<file path="src/design/ecb_pkg.sv">
// ecb_pkg: shared constants, codes and types for the error count circuit breaker
// used by every file in design/, depends on nothing
package ecb_pkg;

   localparam int ENTRIES        = 32;
   localparam int IDX_BITS       = (ENTRIES > 1) ? $clog2(ENTRIES) : 1;
   localparam int TIME_BITS      = 48;
   localparam int MAX_RESULTS    = 32;
   localparam int RES_BITS       = $clog2(MAX_RESULTS + 1);

   localparam int MODE_BITS      = 2;
   localparam int ENTRY_BITS     = 5;
   localparam int CNT_BITS       = 16;
   localparam int SLEEP_BITS     = 32;
   localparam int TIMEOUT_FACTOR = 100;
   localparam int TIMEOUT_BITS   = SLEEP_BITS + $clog2(TIMEOUT_FACTOR);
   localparam int CMP_BITS       = (TIME_BITS > TIMEOUT_BITS) ? TIME_BITS : TIMEOUT_BITS;

   localparam int REQ_DATA_BITS  = ((ENTRY_BITS + 1 + TIME_BITS + 7) / 8) * 8;
   localparam int RSP_DATA_BITS  = ((ENTRY_BITS + 2 + 1 + 7) / 8) * 8;
   localparam int CSR_ADDR_BITS  = 3;
   localparam int CSR_DATA_BITS  = 32;

   localparam logic [CNT_BITS-1:0]   CNT_MAX       = {CNT_BITS{1'b1}};
   localparam logic [CNT_BITS-1:0]   DEF_THRESHOLD = 16'd10;
   localparam logic [SLEEP_BITS-1:0] DEF_SLEEP     = 32'd30000;
   localparam logic [CNT_BITS-1:0]   DEF_PROBE     = 16'd10;
   localparam logic [CNT_BITS-1:0]   DEF_CLOSE     = 16'd8;

   // item kinds carried on req_tuser
   localparam logic [MODE_BITS-1:0] MODE_CALL  = 2'd0;
   localparam logic [MODE_BITS-1:0] MODE_SWEEP = 2'd1;
   localparam logic [MODE_BITS-1:0] MODE_PROBE = 2'd2;

   // register indexes
   localparam logic [CSR_ADDR_BITS-1:0] REG_ERROR_THRESHOLD = 3'd0;
   localparam logic [CSR_ADDR_BITS-1:0] REG_SLEEP_WINDOW    = 3'd1;
   localparam logic [CSR_ADDR_BITS-1:0] REG_PROBE_COUNT     = 3'd2;
   localparam logic [CSR_ADDR_BITS-1:0] REG_CLOSE_COUNT     = 3'd3;
   localparam logic [CSR_ADDR_BITS-1:0] REG_AUTO_HALF_OPEN  = 3'd4;

   typedef enum logic [1:0] {
      ST_CLOSED = 2'd0,
      ST_OPEN   = 2'd1,
      ST_HALF   = 2'd2
   } status_type;

   typedef enum logic [1:0] {
      S_IDLE,
      S_READ,
      S_EVAL,
      S_FLUSH
   } state_type;

   // effective configuration, defaults and clamps already applied
   typedef struct packed {
      logic [CNT_BITS-1:0]     threshold;
      logic [SLEEP_BITS-1:0]   sleep;
      logic [CNT_BITS-1:0]     close;
      logic [CNT_BITS:0]       half_limit;
      logic [TIMEOUT_BITS-1:0] timeout;
      logic                    auto_half_open;
   } cfg_type;

   typedef struct packed {
      logic load;
      logic read;
      logic commit;
      logic flush;
   } cmd_type;

   typedef struct packed {
      logic req_ok;
      logic sweep;
      logic last_entry;
      logic eval_stall;
      logic pend_valid;
      logic out_free;
   } stat_type;

endpackage

</file>
<file path="src/design/error_count_circuit_breaker_top.sv">
// error_count_circuit_breaker_top: circuit breaker over a table of targets
// depends on ecb_pkg, ecb_cfg, ecb_ctrl, ecb_dpath
//
//   channel   ports        word
//   ------------------------------------------------------------------
//   request   req_t*       tuser mode; tdata entry_index, call_failed, now_ms
//   result    rsp_t*       tdata out_entry, new_status, changed; tlast last
//   config    csr_*        write enable, register index, write data
//
// call result and probe: the item steps through read, evaluate and flush, and the result word
// is loaded at flush; the next word is taken once the sequencer is back in idle;
// a sweep reads, evaluates and writes back each entry in turn, then flushes;
// the single-port read-modify-write of the table sets this order, one entry at a time
// reset clears the table and counters directly, no clearing pass
// a held result stalls evaluation only when a second result is ready behind it
module error_count_circuit_breaker_top (
   input  logic                                clock,
   input  logic                                reset,
   input  logic                                req_tvalid,
   output logic                                req_tready,
   input  logic [ecb_pkg::REQ_DATA_BITS-1:0]   req_tdata,  // entry_index, call_failed, now_ms
   input  logic [ecb_pkg::MODE_BITS-1:0]       req_tuser,  // mode
   output logic                                rsp_tvalid,
   input  logic                                rsp_tready,
   output logic [ecb_pkg::RSP_DATA_BITS-1:0]   rsp_tdata,  // out_entry, new_status, changed
   output logic                                rsp_tlast,
   input  logic                                csr_we,
   input  logic [ecb_pkg::CSR_ADDR_BITS-1:0]   csr_addr,
   input  logic [ecb_pkg::CSR_DATA_BITS-1:0]   csr_wdata
);

   ecb_pkg::cfg_type  cfg;
   ecb_pkg::cmd_type  cmd;
   ecb_pkg::stat_type stat;

   ecb_cfg u_cfg (
      .clock     (clock),
      .reset     (reset),
      .csr_we    (csr_we),
      .csr_addr  (csr_addr),
      .csr_wdata (csr_wdata),
      .cfg       (cfg)
   );

   ecb_ctrl u_ctrl (
      .clock      (clock),
      .reset      (reset),
      .req_tvalid (req_tvalid),
      .req_tready (req_tready),
      .stat       (stat),
      .cmd        (cmd)
   );

   ecb_dpath u_dpath (
      .clock      (clock),
      .reset      (reset),
      .cmd        (cmd),
      .stat       (stat),
      .cfg        (cfg),
      .req_tuser  (req_tuser),
      .req_tdata  (req_tdata),
      .rsp_tready (rsp_tready),
      .rsp_tvalid (rsp_tvalid),
      .rsp_tdata  (rsp_tdata),
      .rsp_tlast  (rsp_tlast)
   );

`ifndef NO_ASSERTIONS
   // nothing of the previous item may be held back once a new one can come in
   a_idle_no_pending: assert property (@(posedge clock) disable iff (reset)
      req_tready |-> !stat.pend_valid && !cmd.commit)
      else $error("pending result left when ready for a new word");

   a_flush_room: assert property (@(posedge clock) disable iff (reset)
      cmd.flush |-> stat.out_free && stat.pend_valid)
      else $error("flush without a free output slot");

   a_commit_room: assert property (@(posedge clock) disable iff (reset)
      cmd.commit |-> !stat.eval_stall)
      else $error("write back while a result would be dropped");

   a_flush_then_idle: assert property (@(posedge clock) disable iff (reset)
      cmd.flush |=> req_tready && !rsp_tvalid || req_tready)
      else $error("sequencer not idle after flush");
`endif

endmodule

</file>
<file path="src/design/ecb_cfg.sv">
// ecb_cfg: configuration registers and the effective values derived from them
// depends on ecb_pkg
module ecb_cfg (
   input  logic                                clock,
   input  logic                                reset,
   input  logic                                csr_we,
   input  logic [ecb_pkg::CSR_ADDR_BITS-1:0]   csr_addr,
   input  logic [ecb_pkg::CSR_DATA_BITS-1:0]   csr_wdata,
   output ecb_pkg::cfg_type                    cfg
);

   logic [ecb_pkg::CNT_BITS-1:0]   threshold_ff;
   logic [ecb_pkg::SLEEP_BITS-1:0] sleep_ff;
   logic [ecb_pkg::CNT_BITS-1:0]   probe_ff;
   logic [ecb_pkg::CNT_BITS-1:0]   close_ff;
   logic                           auto_ff;

   logic [ecb_pkg::CNT_BITS-1:0]   eff_probe;
   logic [ecb_pkg::CNT_BITS-1:0]   eff_close_raw;
   ecb_pkg::cfg_type               cfg_in;
   ecb_pkg::cfg_type               cfg_ff;

   always_ff @(posedge clock) begin
      if (reset) begin
         threshold_ff <= ecb_pkg::DEF_THRESHOLD;
         sleep_ff     <= ecb_pkg::DEF_SLEEP;
         probe_ff     <= ecb_pkg::DEF_PROBE;
         close_ff     <= ecb_pkg::DEF_CLOSE;
         auto_ff      <= 1'b1;
      end else if (csr_we) begin
         case (csr_addr)
            ecb_pkg::REG_ERROR_THRESHOLD: begin
               threshold_ff <= csr_wdata[ecb_pkg::CNT_BITS-1:0];
            end
            ecb_pkg::REG_SLEEP_WINDOW: begin
               sleep_ff <= csr_wdata[ecb_pkg::SLEEP_BITS-1:0];
            end
            ecb_pkg::REG_PROBE_COUNT: begin
               probe_ff <= csr_wdata[ecb_pkg::CNT_BITS-1:0];
            end
            ecb_pkg::REG_CLOSE_COUNT: begin
               close_ff <= csr_wdata[ecb_pkg::CNT_BITS-1:0];
            end
            ecb_pkg::REG_AUTO_HALF_OPEN: begin
               auto_ff <= csr_wdata[0];
            end
            default: begin
            end
         endcase
      end
   end

   // a zero threshold, sleep, probe or close register falls back to its default
   always_comb begin
      eff_probe     = (probe_ff != '0) ? probe_ff : ecb_pkg::DEF_PROBE;
      eff_close_raw = (close_ff != '0) ? close_ff : ecb_pkg::DEF_CLOSE;
      cfg_in.threshold = (threshold_ff != '0) ? threshold_ff : ecb_pkg::DEF_THRESHOLD;
      cfg_in.sleep     = (sleep_ff != '0) ? sleep_ff : ecb_pkg::DEF_SLEEP;
      cfg_in.close     = (eff_close_raw > eff_probe) ? eff_probe : eff_close_raw;
      cfg_in.half_limit = {1'b0, eff_probe} - {1'b0, cfg_in.close} + 1'b1;
      cfg_in.timeout   = ecb_pkg::TIMEOUT_BITS'(cfg_in.sleep)
                         * ecb_pkg::TIMEOUT_BITS'(ecb_pkg::TIMEOUT_FACTOR);
      cfg_in.auto_half_open = auto_ff;
   end

   always_ff @(posedge clock) begin
      cfg_ff <= cfg_in;
   end

   assign cfg = cfg_ff;

endmodule

</file>
<file path="src/design/ecb_dpath.sv">
// ecb_dpath: entry table, read and evaluate stages, pending result and output register
// depends on ecb_pkg, driven by ecb_ctrl commands
module ecb_dpath (
   input  logic                                 clock,
   input  logic                                 reset,
   input  ecb_pkg::cmd_type                     cmd,
   output ecb_pkg::stat_type                    stat,
   input  ecb_pkg::cfg_type                     cfg,
   input  logic [ecb_pkg::MODE_BITS-1:0]        req_tuser,
   input  logic [ecb_pkg::REQ_DATA_BITS-1:0]    req_tdata,
   input  logic                                 rsp_tready,
   output logic                                 rsp_tvalid,
   output logic [ecb_pkg::RSP_DATA_BITS-1:0]    rsp_tdata,
   output logic                                 rsp_tlast
);

   logic [ecb_pkg::ENTRY_BITS-1:0] req_entry;
   logic                           req_failed;
   logic [ecb_pkg::TIME_BITS-1:0]  req_now;
   logic                           req_sweep;

   // item registers
   logic [ecb_pkg::MODE_BITS-1:0]  mode_ff;
   logic                           failed_ff;
   logic [ecb_pkg::TIME_BITS-1:0]  now_ff;
   logic [ecb_pkg::IDX_BITS-1:0]   idx_ff;

   // entry table
   ecb_pkg::status_type            status_ff [ecb_pkg::ENTRIES];
   logic [ecb_pkg::CNT_BITS-1:0]   err_ff    [ecb_pkg::ENTRIES];
   logic [ecb_pkg::CNT_BITS-1:0]   suc_ff    [ecb_pkg::ENTRIES];
   logic [ecb_pkg::TIME_BITS-1:0]  time_ff   [ecb_pkg::ENTRIES];

   // read stage
   logic [ecb_pkg::TIME_BITS:0]    rd_diff;
   ecb_pkg::status_type            rd_status_ff;
   logic [ecb_pkg::CNT_BITS-1:0]   rd_err_ff;
   logic [ecb_pkg::CNT_BITS-1:0]   rd_suc_ff;
   logic [ecb_pkg::TIME_BITS-1:0]  rd_delta_ff;
   logic                           rd_behind_ff;

   // evaluate stage
   logic                           sleep_ok;
   logic                           timeout_ok;
   logic [ecb_pkg::CNT_BITS-1:0]   err_inc;
   logic [ecb_pkg::CNT_BITS-1:0]   suc_inc;
   ecb_pkg::status_type            ev_status;
   logic [ecb_pkg::CNT_BITS-1:0]   ev_err;
   logic [ecb_pkg::CNT_BITS-1:0]   ev_suc;
   logic                           ev_set_time;
   logic                           ev_changed;
   logic                           ev_record;

   // pending result and output word
   logic                           pend_valid_ff;
   logic [ecb_pkg::IDX_BITS-1:0]   pend_idx_ff;
   ecb_pkg::status_type            pend_status_ff;
   logic                           pend_changed_ff;
   logic [ecb_pkg::RES_BITS-1:0]   res_cnt_ff;
   logic                           emit_old;
   logic                           out_free;
   logic                           rsp_valid_ff;
   logic [ecb_pkg::RSP_DATA_BITS-1:0] rsp_data_ff;
   logic                           rsp_last_ff;

   assign req_entry  = req_tdata[ecb_pkg::ENTRY_BITS-1:0];
   assign req_failed = req_tdata[ecb_pkg::ENTRY_BITS];
   assign req_now    = req_tdata[ecb_pkg::ENTRY_BITS+1 +: ecb_pkg::TIME_BITS];
   assign req_sweep  = (req_tuser == ecb_pkg::MODE_SWEEP);

   always_ff @(posedge clock) begin
      if (cmd.load) begin
         mode_ff   <= req_tuser;
         failed_ff <= req_failed;
         now_ff    <= req_now;
         idx_ff    <= req_sweep ? '0 : ecb_pkg::IDX_BITS'(req_entry);
      end else if (cmd.commit && !stat.last_entry) begin
         idx_ff <= idx_ff + 1'b1;
      end
   end

   // borrow out of the subtract says now is behind the change time
   assign rd_diff = {1'b0, now_ff} - {1'b0, time_ff[idx_ff]};

   always_ff @(posedge clock) begin
      if (cmd.read) begin
         rd_status_ff <= status_ff[idx_ff];
         rd_err_ff    <= err_ff[idx_ff];
         rd_suc_ff    <= suc_ff[idx_ff];
         rd_delta_ff  <= rd_diff[ecb_pkg::TIME_BITS-1:0];
         rd_behind_ff <= rd_diff[ecb_pkg::TIME_BITS];
      end
   end

   always_comb begin
      sleep_ok   = !rd_behind_ff && (ecb_pkg::CMP_BITS'(rd_delta_ff)
                                     >= ecb_pkg::CMP_BITS'(cfg.sleep));
      timeout_ok = !rd_behind_ff && (ecb_pkg::CMP_BITS'(rd_delta_ff)
                                     >= ecb_pkg::CMP_BITS'(cfg.timeout));
      err_inc = (rd_err_ff != ecb_pkg::CNT_MAX) ? rd_err_ff + 1'b1 : rd_err_ff;
      suc_inc = (rd_suc_ff != ecb_pkg::CNT_MAX) ? rd_suc_ff + 1'b1 : rd_suc_ff;

      ev_status   = rd_status_ff;
      ev_err      = rd_err_ff;
      ev_suc      = rd_suc_ff;
      ev_set_time = 1'b0;

      case (mode_ff)
         ecb_pkg::MODE_SWEEP: begin
            case (rd_status_ff)
               ecb_pkg::ST_OPEN: begin
                  if (cfg.auto_half_open && sleep_ok) begin
                     ev_status   = ecb_pkg::ST_HALF;
                     ev_err      = '0;
                     ev_suc      = '0;
                     ev_set_time = 1'b1;
                  end
               end
               ecb_pkg::ST_HALF: begin
                  if (rd_suc_ff >= cfg.close) begin
                     ev_status   = ecb_pkg::ST_CLOSED;
                     ev_err      = '0;
                     ev_set_time = 1'b1;
                  end else if (timeout_ok) begin
                     ev_status   = ecb_pkg::ST_OPEN;
                     ev_set_time = 1'b1;
                  end
               end
               default: begin
               end
            endcase
         end
         ecb_pkg::MODE_CALL: begin
            if (failed_ff) begin
               case (rd_status_ff)
                  ecb_pkg::ST_CLOSED: begin
                     ev_err = err_inc;
                     if (err_inc >= cfg.threshold) begin
                        ev_status   = ecb_pkg::ST_OPEN;
                        ev_set_time = 1'b1;
                     end
                  end
                  ecb_pkg::ST_HALF: begin
                     ev_err = err_inc;
                     if ({1'b0, err_inc} >= cfg.half_limit) begin
                        ev_status   = ecb_pkg::ST_OPEN;
                        ev_set_time = 1'b1;
                     end
                  end
                  default: begin
                  end
               endcase
            end else if (rd_status_ff == ecb_pkg::ST_HALF) begin
               ev_suc = suc_inc;
            end else begin
               ev_err = '0;
            end
         end
         ecb_pkg::MODE_PROBE: begin
            if (rd_status_ff == ecb_pkg::ST_OPEN) begin
               ev_status   = ecb_pkg::ST_HALF;
               ev_err      = '0;
               ev_suc      = '0;
               ev_set_time = 1'b1;
            end
         end
         default: begin
         end
      endcase

      ev_changed = (ev_status != rd_status_ff);
      // a sweep reports only changed entries, up to the result cap
      ev_record  = (mode_ff != ecb_pkg::MODE_SWEEP)
                   || (ev_changed && (res_cnt_ff < ecb_pkg::RES_BITS'(ecb_pkg::MAX_RESULTS)));
   end

   always_ff @(posedge clock) begin
      if (reset) begin
         for (int i = 0; i < ecb_pkg::ENTRIES; i++) begin
            status_ff[i] <= ecb_pkg::ST_CLOSED;
            err_ff[i]    <= '0;
            suc_ff[i]    <= '0;
            time_ff[i]   <= '0;
         end
      end else if (cmd.commit) begin
         status_ff[idx_ff] <= ev_status;
         err_ff[idx_ff]    <= ev_err;
         suc_ff[idx_ff]    <= ev_suc;
         if (ev_set_time) begin
            time_ff[idx_ff] <= now_ff;
         end
      end
   end

   // newest result is held back so the final one of an item can carry tlast
   assign out_free = !rsp_valid_ff || rsp_tready;
   assign emit_old = cmd.commit && ev_record && pend_valid_ff;

   always_ff @(posedge clock) begin
      if (reset) begin
         pend_valid_ff <= 1'b0;
         res_cnt_ff    <= '0;
      end else begin
         if (cmd.load) begin
            res_cnt_ff <= '0;
         end else if (cmd.commit && ev_record) begin
            res_cnt_ff <= res_cnt_ff + 1'b1;
         end
         if (cmd.commit && ev_record) begin
            pend_valid_ff <= 1'b1;
         end else if (cmd.flush) begin
            pend_valid_ff <= 1'b0;
         end
      end
   end

   always_ff @(posedge clock) begin
      if (cmd.commit && ev_record) begin
         pend_idx_ff     <= idx_ff;
         pend_status_ff  <= ev_status;
         pend_changed_ff <= ev_changed;
      end
   end

   always_ff @(posedge clock) begin
      if (reset) begin
         rsp_valid_ff <= 1'b0;
      end else if (emit_old || cmd.flush) begin
         rsp_valid_ff <= 1'b1;
      end else if (rsp_tready) begin
         rsp_valid_ff <= 1'b0;
      end
   end

   always_ff @(posedge clock) begin
      if (emit_old || cmd.flush) begin
         rsp_data_ff <= ecb_pkg::RSP_DATA_BITS'({pend_changed_ff, pend_status_ff,
                                                ecb_pkg::ENTRY_BITS'(pend_idx_ff)});
         rsp_last_ff <= cmd.flush;
      end
   end

   assign rsp_tvalid = rsp_valid_ff;
   assign rsp_tdata  = rsp_data_ff;
   assign rsp_tlast  = rsp_last_ff;

   always_comb begin
      stat.req_ok     = req_sweep
                        || (((req_tuser == ecb_pkg::MODE_CALL) || (req_tuser == ecb_pkg::MODE_PROBE))
                            && (32'(req_entry) < 32'(ecb_pkg::ENTRIES)));
      stat.sweep      = (mode_ff == ecb_pkg::MODE_SWEEP);
      stat.last_entry = (idx_ff == ecb_pkg::IDX_BITS'(ecb_pkg::ENTRIES - 1));
      stat.eval_stall = ev_record && pend_valid_ff && !out_free;
      stat.pend_valid = pend_valid_ff;
      stat.out_free   = out_free;
   end

endmodule

</file>
<file path="src/design/ecb_ctrl.sv">
// ecb_ctrl: sequencer that steps one item through read, evaluate and flush
// depends on ecb_pkg, commands ecb_dpath
module ecb_ctrl (
   input  logic               clock,
   input  logic               reset,
   input  logic               req_tvalid,
   output logic               req_tready,
   input  ecb_pkg::stat_type  stat,
   output ecb_pkg::cmd_type   cmd
);

   ecb_pkg::state_type state_ff;
   ecb_pkg::state_type state_in;

   always_ff @(posedge clock) begin
      if (reset) begin
         state_ff <= ecb_pkg::S_IDLE;
      end else begin
         state_ff <= state_in;
      end
   end

   always_comb begin
      state_in   = state_ff;
      cmd        = '0;
      req_tready = 1'b0;
      case (state_ff)
         ecb_pkg::S_IDLE: begin
            req_tready = 1'b1;
            if (req_tvalid) begin
               cmd.load = 1'b1;
               // ignored items are loaded but leave no trace in the table or on the result port
               if (stat.req_ok) begin
                  state_in = ecb_pkg::S_READ;
               end
            end
         end
         ecb_pkg::S_READ: begin
            cmd.read = 1'b1;
            state_in = ecb_pkg::S_EVAL;
         end
         ecb_pkg::S_EVAL: begin
            if (!stat.eval_stall) begin
               cmd.commit = 1'b1;
               if (stat.sweep && !stat.last_entry) begin
                  state_in = ecb_pkg::S_READ;
               end else begin
                  state_in = ecb_pkg::S_FLUSH;
               end
            end
         end
         ecb_pkg::S_FLUSH: begin
            if (!stat.pend_valid) begin
               state_in = ecb_pkg::S_IDLE;
            end else if (stat.out_free) begin
               cmd.flush = 1'b1;
               state_in  = ecb_pkg::S_IDLE;
            end
         end
         default: begin
            state_in = ecb_pkg::S_IDLE;
         end
      endcase
   end

endmodule

</file>
<file path="config.mk">
export PLATFORM = sky130hd
export DESIGN_NAME = error_count_circuit_breaker_top
export DESIGN_NICKNAME = d
export VERILOG_FILES = /design/src/design/ecb_pkg.sv /design/src/design/error_count_circuit_breaker_top.sv /design/src/design/ecb_cfg.sv /design/src/design/ecb_dpath.sv /design/src/design/ecb_ctrl.sv
export SDC_FILE = /design/constraint.sdc
export NUM_CORES = 2
export LEC_CHECK = 0
export BUFFER_PORTS_ARGS = -buffer_cell sky130_fd_sc_hd__buf_4
export CORE_MARGIN = 2
export CORE_UTILIZATION = 35
export DETAILED_ROUTE_END_ITERATION = 10
export PLACE_DENSITY = 0.49
export SLEW_MARGIN = 20
export SYNTH_ARGS = -nofsm -noshare
export SYNTH_HDL_FRONTEND = slang
export SYNTH_HIERARCHICAL = 1
export SYNTH_SLANG_ARGS = --single-unit
</file>
<file path="constraint.sdc">
create_clock -name clock -period 16.1 [get_ports clock]
set_clock_uncertainty 0.1 [all_clocks]
set_input_delay 2.415 -clock clock [delete_from_list [all_inputs] [get_ports clock]]
set_output_delay 2.415 -clock clock [all_outputs]
set_load 0.05 [all_outputs]
</file>
# --- Yosys cells after proc, flatten, opt, wreduce, memory -nomap -nowiden ---
# Memory sizes are Yosys's and may differ from the RTL's. A register that Yosys moved wholly into a read port is not among the register bits.
# Cells that the tools add are included.
word_totals:
  regBits: 332
  mem_bits_rw: 2624
  inputBits: 98
  output_inout_bits: 11
  mem_count: 4
mem_list:
  columns: ["name", "depth", "width", "read_ports", "rd_clocked_by_memory_dff", "write_ports", "line_no", "text"]
  rows:
  - ["u_dpath.time_ff", 32, 48, 1, 1, 32, "ecb_dpath.sv:32", "logic [ecb_pkg::TIME_BITS-1:0] time_ff [ecb_pkg::ENTRIES];"]
  - ["u_dpath.err_ff", 32, 16, 1, 1, 32, "ecb_dpath.sv:30", "logic [ecb_pkg::CNT_BITS-1:0] err_ff [ecb_pkg::ENTRIES];"]
  - ["u_dpath.suc_ff", 32, 16, 1, 1, 32, "ecb_dpath.sv:31", "logic [ecb_pkg::CNT_BITS-1:0] suc_ff [ecb_pkg::ENTRIES];"]
  - ["u_dpath.status_ff", 32, 2, 1, 1, 32, "ecb_dpath.sv:29", "ecb_pkg::status_type status_ff [ecb_pkg::ENTRIES];"]
op_classes:
  n_addsub: 7
  n_mul: 1
  order_cmp: 7
  n_eq_ne: 22
  mux: 85
  n_reduce_logical: 43
ops:
  columns: ["operator", "count"]
  rows:
  - ["$mux W16", 18]
  - ["$pmux W16 S3", 2]
  - ["$sub A48 B48 Y49", 1]
  - ["$ge A48 B32 Y1", 1]
  - ["$ge A48 B39 Y1", 1]
  - ["$mux W48", 1]
  - ["$reduce_bool A16 Y1", 3]
  - ["$reduce_or A48 Y1", 1]
  - ["$mux W5", 8]
  - ["$mul A32 B5 Y37 const B", 1]
  - ["$mux W1", 33]
  - ["$add A16 B1 Y16 const B", 2]
  - ["$ge A16 B16 Y1", 2]
  - ["$mux W32", 1]
  - ["$ne A16 B16 Y1 const B", 2]
  - ["$pmux W16 S2", 1]
  - ["$reduce_bool A32 Y1", 1]
  - ["$reduce_or A16 Y1", 2]
  - ["$mux W2", 14]
  - ["$add A17 B1 Y17 const B", 1]
  - ["$ge A16 B17 Y1", 1]
  - ["$sub A16 B16 Y17", 1]
  - ["$gt A16 B16 Y1", 1]
  - ["$eq A2 B2 Y1 const B", 5]
  - ["other kinds (26)", 61]

# --- Logic depth before layout (Yosys ltp) ---
depth:
  word_depth: 19
  depth_mapped: 30
  mapped_depth_nobuf: 26

# --- Hierarchy ---
# Netlist, hierarchy kept.
by_module_without_submodules:
  columns: ["module", "instances", "cells_per_inst", "area_each_um2", "seq_area_each_um2"]
  rows:
  - ["ecb_dpath", 1, 8406, 128334.3, 83740.3]
  - ["ecb_cfg", 1, 1189, 10704.0, 3943.8]
  - ["ecb_ctrl", 1, 17, 138.9, 40.0]

# --- Least setup slack after synthesis ---
# OpenSTA, ideal clock, no wires.
synth_path:
  path_kind: "flip-flop to flip-flop"
  from: "register u_dpath/rd_err_ff[7] in the netlist's numbering, read port of u_dpath.err_ff"
  to: "memory u_dpath/time_ff[16][0] in the netlist's numbering, enable pin"
  arrival_ns: 6.561
  t_required_ns: 15.592
  setup_slack_ns: 9.031
  stages_incl_launch_ff: 30
  path_buffers: 4
  period_less_slack_ns: 7.069
  path_cell_list: "edfxtp_1 -> clkbuf_1 -> nand4_1 -> nor4_1 -> nand2_1 -> nor2_1 -> or3_1 -> nor2_1 -> xor2_1 -> ha_1 -> a21oi_1 -> o21ai_0 -> a2111oi_0 -> o31ai_1 -> a41o_1 -> o21ai_0 -> o221a_2 -> o221ai_1 -> nand2_1 -> nor2_1 -> or3_4 -> inv_1 -> clkbuf_1 -> inv_1 -> nor2_1 -> o311a_4 -> buf_6 -> and3_4 -> buf_6 -> or2_1"
synth_lines:
  columns: ["item", "line_no", "text"]
  rows:
  - ["start: declaration", "ecb_dpath.sv:37", "logic [ecb_pkg::CNT_BITS-1:0] rd_err_ff;"]
  - ["end: declaration", "ecb_dpath.sv:32", null]

==> flow_summary.yaml <==
power_and_ir_drop:
  p_int_mw: 14.9
  switching_share_pct: 29.5
  p_leak_nw: 56.0
  powerDensity_nw_per_um2: 136
  vdd_drop_max_mv: 0.0839
  finalPower_mw: 21.1
  p_sw_mw: 6.23
  p_clk_share_pct: 35.4
  p_comb_share_pct: 21.1
  seqPwrFrac_pct: 43.5
clocking:
  clk_latency_ns: 0.94
  numClockSinks: 2992
  clockBufferDepth: 4
  h-tree-depth: 5
  clk_pin_slew_ns: 0.06
  cts_root_buf: "clkbuf_16"
  cts_resized: 0
  cts_tree: "yes"
  cts_hold_buffers: 0
  postCtsSetupBuffers: 0
  cts_buffers: 331
synthesis:
  yosysWarnings: 6
  synthArstFlopShare_pct: 0
  syn-mean-instance-area_um2: 14.5
  syn_area_um2: 139000
  ys_ff_latch: 2992
  syn_inst: 9612
  synth_ff_type: "edfxtp_1"
  synth_seq_area_share_pct: 63.0
  yosysUniqueCellTypes: 98
  synth_edf_count: 2780
timing:
  report.final.slew_viol_count: 0
  holdWs_ns: 0.254
  hold_viol_final: 0
  worst_pin_slew_ns: 1.30
  period_needed_ns: 10.05
  maxSlewHeadroom_pct: 12.7
  setup_tns_ns: 0
  setup_viol: 0
  rsz0062_at_grt: "false"
  max_freq_ghz: 0.0995
  fin_crit_sh_pct: 62.4
worst_setup_path:
  cp_max_fo: 49
  critPathArrivalTime_ns: 10.47
  path_buf_inv: 5
  crit_family: "simple AND/OR/NAND/NOR gates"
  slowest_delay_ns: 0.76
  worst-setup-path-type: "register to register"
  end_kind: "register"
  critPathSlowestCell: "buf_4"
  required_ns: 16.52
  worstSetupStartpointType: "register"
routing:
  drtAntennaViolNets: 0
  wl_um: 432000
  vias_per_cell: 5.43
  firstDrtPassIters: 6
  drc: 0
  first_iter_violations: 9033
  via_count: 81000
  wl_per_cell_um: 28.9
global_routing:
  track_usage_pct: 21.2
  grt_overflow: 0
  gr-usage-met2_pct: 34.5
  grt_max_degree: 107
  grt_use_met3_pct: 4.62
  antenna_found_initial: 38
  grt_pass1_vias: 81600
  busiest_layer: "met2"
  grt_pass1_wl_um: 608000
  met1_usage_pct: 28.5
cells_and_area:
  utilization_pct: 39.3
  fin_area_um2: 156000
  layout_common_cells: "edfxtp_1, and2_1, nor2_1"
  drive_gt1_share_pct: 18.1
  final_common_cell: "edfxtp_1"
  fill_cells: 36700
  nets: 9854
  syn_to_final_growth_pct: 11.8
die:
  io_pins: 109
  die_w_um: 635
  start_util_pct: 35.1
  fp-row-count: 231
  core_area_um2: 396000
  fp.dieH_um: 635
  die_area_um2: 403000
place:
  io_buffers: 106
  hpwl_um: 252000
  postPlaceCellArea_um2: 145000
  gp_congestion: 0.874
worst_hold_path:
  min_path_type: "register to register"
outcome:
  status: "finished, final reports clean"
job:
  cap_violations: 0
==> state kept, by name, summed over array words and instances, names as in the netlist, 2 cells and up, named ones only <==
signal	count
u_ctrl/state_ff	2
u_dpath/suc_ff	512
u_dpath/rd_status_ff	2
u_dpath/rd_delta_ff	48
u_cfg/probe_ff	16
u_dpath/rd_err_ff	16
u_cfg/sleep_ff	32
u_dpath/pend_idx_ff	5
u_dpath/mode_ff	2
u_dpath/time_ff	1536
u_dpath/now_ff	48
u_dpath/res_cnt_ff	6
u_dpath/status_ff	64
u_dpath/rsp_tdata	8
u_cfg/cfg	116
u_dpath/rd_suc_ff	16
u_dpath/idx_ff	5
u_cfg/threshold_ff	16
u_dpath/pend_status_ff	2
u_dpath/err_ff	512
u_cfg/close_ff	16
==> area by class of cell <==
cell class                 instances  area, um2  share of cell area (%)
antenna                           11       27.5                  0.0177
clock buffer                     428       8980                    5.77
clock inverter                   167       1510                   0.971
inverter                         304       1140                   0.735
multi-input combinational       5459      47100                    30.3
sequential                      2992      87700                    56.4
tap                             5242       6560                    4.21
timing repair buffer             315       2530                    1.63
==> power by group through the flow <==
stage	clock network, mW	registers [mW]	logic [mW]
2_1_floorplan	0	9.14	2.75
3_3_place_gp	0	9.32	4.36
3_5_place_dp	0	9.34	4.39
4_1_cts	7.63	9.18	4.40
5_1_grt	7.92	9.21	4.70
6_report	7.46	9.17	4.46
==> metrics by stage <==
stage | setup slack (ns) | instances
final | 6.05 | 14900
after global routing | 5.62 | 14900
after floorplan | 9.03 | 9613
after CTS | 6.21 | 14900
after detailed placement | 6.24 | 14300
after global placement | 6.31 | 14300
==> path summary, 6_finish.rpt <==
check	startpoint	end	slack [ns]	depth (start not counted)
worst min-delay path	u_cfg/auto_ff$_SDFFE_PP1P_	u_cfg/cfg[0]$_DFF_P_	0.25	0
worst max-delay path	u_dpath/rd_err_ff[0]$_DFFE_PP_	u_dpath/time_ff[28][39]$_SDFFCE_PN0P_	6.05	28
worst max register to register	u_dpath/rd_err_ff[0]$_DFFE_PP_	u_dpath/time_ff[28][39]$_SDFFCE_PN0P_	6.05	28
worst min register to register	u_cfg/auto_ff$_SDFFE_PP1P_	u_cfg/cfg[0]$_DFF_P_	0.25	0
==> per-layer routing <==
layer | vias to the layer above | part of all wire, %
met1 | 42400 | 41
li1 | 34700 | -
met2 | 3305 | 47
met3 | 578 | 8.8
met5 | - | 0.013
met4 | 8 | 3.0
==> cell families (layout without fill, tap and decap cells) <==
family	after synthesis	after routing	synth area share (%)
simple gates	3428	3428	12.8
flops	2992	2992	63.0
buf+inv	1162	1214	3.54
mux	912	912	13.4
compound gates	662	662	3.25
fa+ha+maj	353	353	3.33
xor+xnor	102	102	0.642
other cells	1	13	0.00269
==> synth_stat cells, types with 22 or more instances <==
master | n | area (um2)
a21o_1 | 53 | 398
a21oi_1 | 212 | 1060
a221oi_1 | 26 | 228
a22o_1 | 28 | 245
a22oi_1 | 24 | 180
a31oi_1 | 22 | 138
and2_1 | 1548 | 9680
and3_4 | 30 | 338
buf_1 | 78 | 293
buf_6 | 64 | 721
clkbuf_1 | 690 | 2590
dfxtp_1 | 212 | 4240
edfxtp_1 | 2780 | 83500
fa_1 | 29 | 581
ha_1 | 324 | 4050
inv_1 | 302 | 1130
mux2i_1 | 137 | 1370
mux4_2 | 756 | 17000
nand2_1 | 278 | 1040
nand2b_1 | 60 | 375
nand3_1 | 60 | 300
nand4_1 | 38 | 238
nor2_1 | 1212 | 4550
nor3_1 | 43 | 215
nor4_1 | 29 | 181
o21ai_0 | 85 | 425
o221ai_1 | 29 | 254
or2_1 | 30 | 188
or2_2 | 23 | 144
xnor2_1 | 79 | 692
xor2_1 | 23 | 201
Power figures use the tool's default switching activity.
